`src/hw/rtl/lpdc_pkg.sv`:
```
// Shared constants, types and the class colour table of the point transform.
`default_nettype none

package lpdc_pkg;

    // Histogram geometry
    localparam int CLASS_BINS = 256;
    localparam int BIN_W      = $clog2(CLASS_BINS);
    localparam int CLS_W      = 8;
    localparam int COUNT_W    = 32;

    // Coordinate widths
    localparam int RAW_W   = 32;
    localparam int SCALE_W = 32;
    localparam int BIAS_W  = 64;
    localparam int AXIS_W  = 48;
    localparam int PROD_W  = 64;
    localparam int SUM_W   = 66;
    localparam int FRAC_DROP = 8;   // Q.24 down to Q.16

    localparam logic signed [SUM_W-1:0] ROUND_HALF = SUM_W'(128);
    localparam logic signed [AXIS_W-1:0] Q16_MAX = {1'b0, {(AXIS_W-1){1'b1}}};
    localparam logic signed [AXIS_W-1:0] Q16_MIN = {1'b1, {(AXIS_W-1){1'b0}}};

    // Stream widths
    localparam int S_DATA_W = 112;
    localparam int M_DATA_W = 504;

    // Configuration port
    localparam int CFG_ADDR_W = 6;
    localparam int CFG_DATA_W = 64;
    localparam int PF_W       = 4;

    localparam logic [2:0] REG_SCALE_X      = 3'd0;
    localparam logic [2:0] REG_SCALE_Y      = 3'd1;
    localparam logic [2:0] REG_SCALE_Z      = 3'd2;
    localparam logic [2:0] REG_BIAS_X       = 3'd3;
    localparam logic [2:0] REG_BIAS_Y       = 3'd4;
    localparam logic [2:0] REG_BIAS_Z       = 3'd5;
    localparam logic [2:0] REG_POINT_FORMAT = 3'd6;

    localparam logic [SCALE_W-1:0] SCALE_ONE = 32'h0100_0000;
    localparam logic [PF_W-1:0]    PF_EXTENDED_MIN = 4'd6;

    // Class codes that own a colour
    localparam logic [CLS_W-1:0] CLS_GROUND     = 8'd2;
    localparam logic [CLS_W-1:0] CLS_LOW_VEG    = 8'd3;
    localparam logic [CLS_W-1:0] CLS_MED_VEG    = 8'd4;
    localparam logic [CLS_W-1:0] CLS_HIGH_VEG   = 8'd5;
    localparam logic [CLS_W-1:0] CLS_BUILDING   = 8'd6;
    localparam logic [CLS_W-1:0] CLS_LOW_NOISE  = 8'd7;
    localparam logic [CLS_W-1:0] CLS_WATER      = 8'd9;
    localparam logic [CLS_W-1:0] CLS_BRIDGE     = 8'd17;
    localparam logic [CLS_W-1:0] CLS_HIGH_NOISE = 8'd18;

    // Histogram control from the pipeline
    typedef struct packed {
        logic rd_en;     // new item entering stage 1 reads its bin
        logic upd_en;    // stage 1 item moves on and updates its bin
        logic in_range;  // stage 1 class has a bin
    } hist_ctl_t;

    function automatic logic [31:0] pack_rgb(input logic [7:0] r, input logic [7:0] g,
                                             input logic [7:0] b);
        return {8'hFF, b, g, r};
    endfunction

    function automatic logic [31:0] class_colour(input logic [CLS_W-1:0] c);
        logic [31:0] rgba;
        case (c)
            CLS_GROUND:     rgba = pack_rgb(8'd166, 8'd124, 8'd82);
            CLS_LOW_VEG:    rgba = pack_rgb(8'd130, 8'd190, 8'd90);
            CLS_MED_VEG:    rgba = pack_rgb(8'd70,  8'd155, 8'd70);
            CLS_HIGH_VEG:   rgba = pack_rgb(8'd30,  8'd110, 8'd50);
            CLS_BUILDING:   rgba = pack_rgb(8'd190, 8'd190, 8'd195);
            CLS_LOW_NOISE:  rgba = pack_rgb(8'd220, 8'd80,  8'd220);
            CLS_WATER:      rgba = pack_rgb(8'd55,  8'd125, 8'd210);
            CLS_BRIDGE:     rgba = pack_rgb(8'd225, 8'd150, 8'd55);
            CLS_HIGH_NOISE: rgba = pack_rgb(8'd230, 8'd65,  8'd65);
            default:        rgba = pack_rgb(8'd220, 8'd220, 8'd220);
        endcase
        return rgba;
    endfunction

endpackage

`default_nettype wire

```
`src/hw/rtl/lpdc_axis.sv`:
```
// One coordinate axis: multiply by scale, add bias, round to Q32.16, saturate.
`default_nettype none

module lpdc_axis (
    input  wire logic                                aclk,
    input  wire logic                                ld_mul,
    input  wire logic                                ld_sum,
    input  wire logic signed [lpdc_pkg::RAW_W-1:0]   raw,
    input  wire logic        [lpdc_pkg::SCALE_W-1:0] scale,
    input  wire logic signed [lpdc_pkg::BIAS_W-1:0]  bias,
    output logic      signed [lpdc_pkg::AXIS_W-1:0]  axis
);

    localparam int T_W = lpdc_pkg::SUM_W - lpdc_pkg::FRAC_DROP;

    logic signed [lpdc_pkg::RAW_W:0]        raw_ext;
    logic signed [lpdc_pkg::SCALE_W:0]      scale_ext;
    logic signed [lpdc_pkg::SUM_W-1:0]      prod_full;
    logic signed [lpdc_pkg::PROD_W-1:0]     prod_reg;
    logic signed [lpdc_pkg::SUM_W-1:0]      sum_next;
    logic signed [lpdc_pkg::SUM_W-1:0]      sum_reg;
    logic signed [T_W-1:0]                  trunc;
    logic                                   fits;

    assign raw_ext   = {raw[lpdc_pkg::RAW_W-1], raw};
    assign scale_ext = {1'b0, scale};
    assign prod_full = lpdc_pkg::SUM_W'(raw_ext) * lpdc_pkg::SUM_W'(scale_ext);

    // exact Q.24 sum plus half an LSB of Q.16
    assign sum_next = lpdc_pkg::SUM_W'(prod_reg) + lpdc_pkg::SUM_W'(bias)
                    + lpdc_pkg::ROUND_HALF;

    always_ff @(posedge aclk) begin
        if (ld_mul) begin
            prod_reg <= prod_full[lpdc_pkg::PROD_W-1:0];
        end
        if (ld_sum) begin
            sum_reg <= sum_next;
        end
    end

    // floor by 256, then clamp to 48 bits
    assign trunc = sum_reg[lpdc_pkg::SUM_W-1:lpdc_pkg::FRAC_DROP];
    assign fits  = (&trunc[T_W-1:lpdc_pkg::AXIS_W-1])
                 | ~(|trunc[T_W-1:lpdc_pkg::AXIS_W-1]);

    always_comb begin
        if (fits) begin
            axis = trunc[lpdc_pkg::AXIS_W-1:0];
        end else if (trunc[T_W-1]) begin
            axis = lpdc_pkg::Q16_MIN;
        end else begin
            axis = lpdc_pkg::Q16_MAX;
        end
    end

endmodule

`default_nettype wire

```
`config.mk`:
```
export PLATFORM = sky130hd
export DESIGN_NAME = lpdc_axis
export DESIGN_NICKNAME = d
export VERILOG_FILES = /design/src/hw/rtl/lpdc_pkg.sv /design/src/hw/rtl/lpdc_axis.sv
export SDC_FILE = /design/constraint.sdc
export NUM_CORES = 2
export LEC_CHECK = 0
export ABC_AREA = 1
export BUFFER_PORTS_ARGS = -buffer_cell sky130_fd_sc_hd__buf_2
export CAP_MARGIN = 15
export CORE_ASPECT_RATIO = 1.4
export CORE_MARGIN = 8
export CORE_UTILIZATION = 41
export DETAILED_ROUTE_END_ITERATION = 10
export SYNTH_ARGS = -nofsm -noshare
export SYNTH_HDL_FRONTEND = slang
export SYNTH_SLANG_ARGS = --single-unit
```
`constraint.sdc`:
```
create_clock -name aclk -period 12.9 [get_ports aclk]
set_input_delay 1.29 -clock aclk [delete_from_list [all_inputs] [get_ports aclk]]
set_output_delay 1.29 -clock aclk [all_outputs]
set_load 0.01 [all_outputs]
```
# Yosys cells after proc, flatten, opt, wreduce, memory -nomap -nowiden
# Index checks and enable logic that the tools add are counted.
totals:
  regBits: 130
  input_bits: 131
op_classes:
  n_mul: 1
  reduce_logical: 2
  n_bitwise: 2
  n_addsub: 2
  n_mux: 2
op_table:
  columns: ["cell", "count"]
  rows:
  - ["48-bit two-way mux", 2]
  - ["65-bit by 9-bit adder with 66-bit output (second input constant)", 1]
  - ["64-bit by 64-bit adder with 65-bit output", 1]
  - ["32-bit by 33-bit multiplier with 64-bit output", 1]
  - ["11-bit AND reduction", 1]
  - ["11-bit OR reduction", 1]
  - ["1-bit NOT", 1]
  - ["1-bit OR", 1]

# Depth between registers and ports, before layout
depth:
  depth_word: 4
  mapped_depth: 32

# Least setup slack after synthesis
# Ideal clock, no wire load.
synth_path:
  path_kind: "input-to-reg"
  start: "input port scale[31] (netlist bit)"
  end: "register prod_reg[61] (netlist bit) (data pin)"
  setup_time_ps: 252
  cell_stages: 25
  slack_ps: 5653
  arrival_ps: 6995
  path_cell_list: "clkbuf_1 -> nand2_1 -> fa_1 -> inv_1 -> fa_1 -> inv_1 -> fa_1 -> fa_1 -> inv_1 -> fa_1 -> fa_1 -> fa_1 -> inv_1 -> fa_1 -> inv_1 -> ha_1 -> nand2_1 -> nor2_1 -> inv_1 -> nor2_2 -> inv_1 -> nor4_1 -> nand2_1 -> nand3_1 -> nand2_1"
synth_between:
  elab_chain_len: 1
synth_rtl:
  columns: ["item", "line", "text"]
  rows:
  - ["start: declaration", "lpdc_axis.sv:9", "input wire logic [lpdc_pkg::SCALE_W-1:0] scale,"]
  - ["32-bit by 33-bit multiplier with 64-bit output", "lpdc_axis.sv:27", "assign prod_full = lpdc_pkg::SUM_W'(raw_ext) * lpdc_pkg::SUM_W'(scale_ext);"]
  - ["named net prod_full (one bit)", "lpdc_axis.sv:18", "logic signed [lpdc_pkg::SUM_W-1:0] prod_full;"]
  - ["end signal: assignment", "lpdc_axis.sv:35", "prod_reg <= prod_full[lpdc_pkg::PROD_W-1:0];"]
  - ["end: declaration", "lpdc_axis.sv:19", "logic signed [lpdc_pkg::PROD_W-1:0] prod_reg;"]
# The timed path passes the listed nets, and every way through them passes these cells.
# A chain may end at the register's enable or synchronous reset.

# Worst setup path in the final report
layout_path:
  start: "input port raw[23] (netlist bit)"
  end: "register prod_reg[50] (netlist bit) (data pin)"
layout_between:
  elab_chain_len: 1
layout_rtl:
  columns: ["item", "line", "text"]
  rows:
  - ["start: declaration", "lpdc_axis.sv:8", "input wire logic signed [lpdc_pkg::RAW_W-1:0] raw,"]
  - ["32-bit by 33-bit multiplier with 64-bit output", "lpdc_axis.sv:27", null]
  - ["named net prod_full (one bit)", "lpdc_axis.sv:18", null]
# The timed path passes the listed nets, and every way through them passes these cells.

==> run summary <==
SYNTH
----------------------------------------------------------------------------------
Synthesized area per cell                                               7.54 sq um
Post-synthesis sequential element count                                        122
Syn_nets                                                                     7,500
Largest area contributor in the synthesized netlist                           fa_1
Share of Yosys cell area claimed by the top area cell type                   0.393
Library cells used by synthesis                                                 40
Largest cells by area after synthesis                                 fa_1 39%, inv_1 15%, nand2_1 13%
Total of warnings raised by yosys                                                0
Cell area after synthesis                                             0.0457 sq mm
Sequential area share after synthesis                                       0.0802
Synthesized instance count                                                   6,055

LAYOUT
----------------------------------------------------------------------------------
Number of flip-flops under the largest register name                            64
Signed area change from the synthesized netlist to the final layout          6.31%
Layout cell share with drive strength beyond 1                              0.0522
Reg area                                                              0.00366 sq mm
# nets final                                                                 7,531
Highest-count cells in the layout ignoring fill and taps              1,868 x inv_1, 1,574 x nand2_1, 897 x fa_1
Commonest non-fill, non-tap cell in the layout                               inv_1
Layout fillers                                                              11,500
Layout Cells excl Fill                                                       7,568
Multi-input logic area                                                0.0341 sq mm

MIN PATH
----------------------------------------------------------------------------------
Beginning of the worst hold path                                      prod_reg[24]
Worst hold path depth                                                            3
Path class of the lowest-slack min-delay path                         register to register

DRT
----------------------------------------------------------------------------------
First drt pass iteration count                                                   7
Iteration-0 DRC Markers                                                      2,172
Vias after detailed routing                                                 37,000
Number of design rule violations left after detail routing                       0
Detail-routed net length per standard cell                                 19.5 um
Average via count per standard cell                                           4.89
ANT nets after route                                                             0
Total wire length                                                       148,000 um

PLACE
----------------------------------------------------------------------------------
Setup slack at placement                                                   3950 ps
Input/output buffers                                                           178
HPWL after detailed placement                                           123,000 um
Cell Count Post-Placement                                                    7,529
Gpl congestion                                                               0.955

CLOCK TREE
----------------------------------------------------------------------------------
Root buffer cell                                                         clkbuf_16
Maximum root-to-sink buffer count                                                3
Clock insertion delay at the later pin of the skew report                   500 ps
CTS H-tree depth                                                                 4
Post-cts repair resize count                                                     0
Num CTS Buffers                                                                 25
Post-cts hold buffer count                                                       0
CTS tree                                                                       yes
# Post-CTS Setup Buffers                                                         0
Clock slew seen by the registers of the worst setup and hold paths           50 ps
Clock sink total                                                               122

GLOBAL ROUTE
----------------------------------------------------------------------------------
Initial antenna violation count                                                 12
Total congestion overflow                                                        0
GRT Total Usage                                                              0.243
Maximum number of pins on one net before global-route repair                    65
Vias in the first global route                                              40,800
Global-route wire length before repair                                  230,000 um

FLOORPLANNING
----------------------------------------------------------------------------------
Width of the die                                                            298 um
Die height                                                                  411 um
Initial Util                                                                 0.411
Top-level port count                                                           179
Core area                                                              0.111 sq mm
Row count                                                                      145
Die ar.                                                                0.122 sq mm

WORST SETUP PATH
----------------------------------------------------------------------------------
WP buf/inv                                                                       4
Capturing element type of the critical path                               register
Signal arrival time at the worst endpoint                                  8770 ps
Standard cell with the maximum stage delay on the critical path              buf_2
Max stage delay on crit path                                                730 ps
CP most frequent cell                                                         fa_1
R2r worst-path depth                                                            11
Worst reg2reg path startpoint                                         prod_reg[49]
Critical path startpoint category                                       input port
Cells traversed along the worst timing path                           buf_2 > nand2_1 > fa_1 > inv_1 > fa_1 > fa_1 > fa_1 > fa_1 > fa_1 > fa_1 > inv_1 > fa_1 > inv_1 > ha_1 > a21oi_1 > o21ai_0 > a21oi_1 > o21ai_0 > nand2_1 > nand3_1 > xor2_1
Crit path depth                                                                 21
CP required                                                              13,120 ps
Critical Path Start                                                        raw[23]
Family with the most delay on the worst path                           adder cells
Highest fanout seen on the critical path                                        32
Worst Setup Path Type                                                 input port to register

TIMING
----------------------------------------------------------------------------------
Finish-stage setup viols                                                         0
Clock skew after layout                                                    17.8 ps
Final min period                                                           8550 ps
Total count of hold-check failures in the final report                           0
Headroom to the max-slew limit                                               0.291
Fraction of the cycle the final worst path needs                             0.663
Final worst-path setup slack                                               4350 ps
Final worst hold slack                                                      916 ps
Aggregate negative setup slack                                                0 ps
Maximum clock rate                                                         117 MHz
Worst Max-Slew Pin Slew                                                    1060 ps
Max-slew violation count                                                         0
RSZ-0062 raised after global routing                                            no

JOB
----------------------------------------------------------------------------------
Max cap viols                                                                    0

OUTCOME
----------------------------------------------------------------------------------
Outcome                                                               finished clean

-- cells in the mapped netlist (all sizes together) --
library cell and instances:
a21o 19, nor3 29, nand3b 5, inv 1886, buf 9, xor2 62
nand4 19, nor2 322, nand3 110, o21a 3, o211ai 2, edfxtp 122
a21boi 11, o31ai 2, a31oi 5, fa 897, o21bai 29, a21oi 171
nand2 1592, nor4 7, and3 3, ha 417, xnor2 16, clkbuf 194
or2 15, o21ai 107, clkinv 1
-- logic make-up after synthesis --
group | Yosys count | share of synthesized area
simple gates | 2102 | 0.182
fa+ha+maj | 1314 | 0.508
flops | 122 | 0.0802
xor+xnor | 78 | 0.0150
compound gates | 349 | 0.0427
buf+inv | 2090 | 0.172
-- through the flow --
stage	util	cell area, sq um
floorplan	-	45700
global placement	0.431	47800
detailed placement	0.431	47800
CTS	0.437	48500
global route	0.437	48500
finish	0.437	48500
-- path summary, 6_finish.rpt --
kind	end	slack, ps
max	prod_reg[50]	4350
min	sum_reg[24]	920
max reg2reg	sum_reg[50]	9770
min reg2reg	sum_reg[24]	920
-- worst register-to-register path, cell delays in order (launching register included) --
cell	delay [ps]
edfxtp_1	420
ha_1	300
ha_1	340
inv_1	90
o21ai_0	200
a21oi_1	330
o21ai_0	230
nor2_1	130
a21boi_0	590
nand2_1	100
nand2_1	90
nand2_1	60
-- metal layers --
| layer | up-vias | wire length [um] | track usage |
|---|---|---|---|
| met5 | - | 34 | 0 |
| met4 | 6 | 7300 | 0.106 |
| met3 | 338 | 6270 | 0.0237 |
| li1 | 17300 | - | - |
| met2 | 1050 | 78600 | 0.462 |
| met1 | 18300 | 55600 | 0.272 |
-- final cells by class --
cell class,instances,share of cell area
Multi-Input combinational cell,3843,0.703
Inverter,1887,0.146
Sequential cell,122,0.0755
Tap cell,1470,0.0379
Timing Repair Buffer,207,0.0228
Clock buffer,27,0.0130
Clock inverter,6,0.00111
Antenna cell,6,0.000309
Power is left out: the tool's default activity adds up to more than one toggle a clock period on the data nets, which glitch-free logic cannot reach.
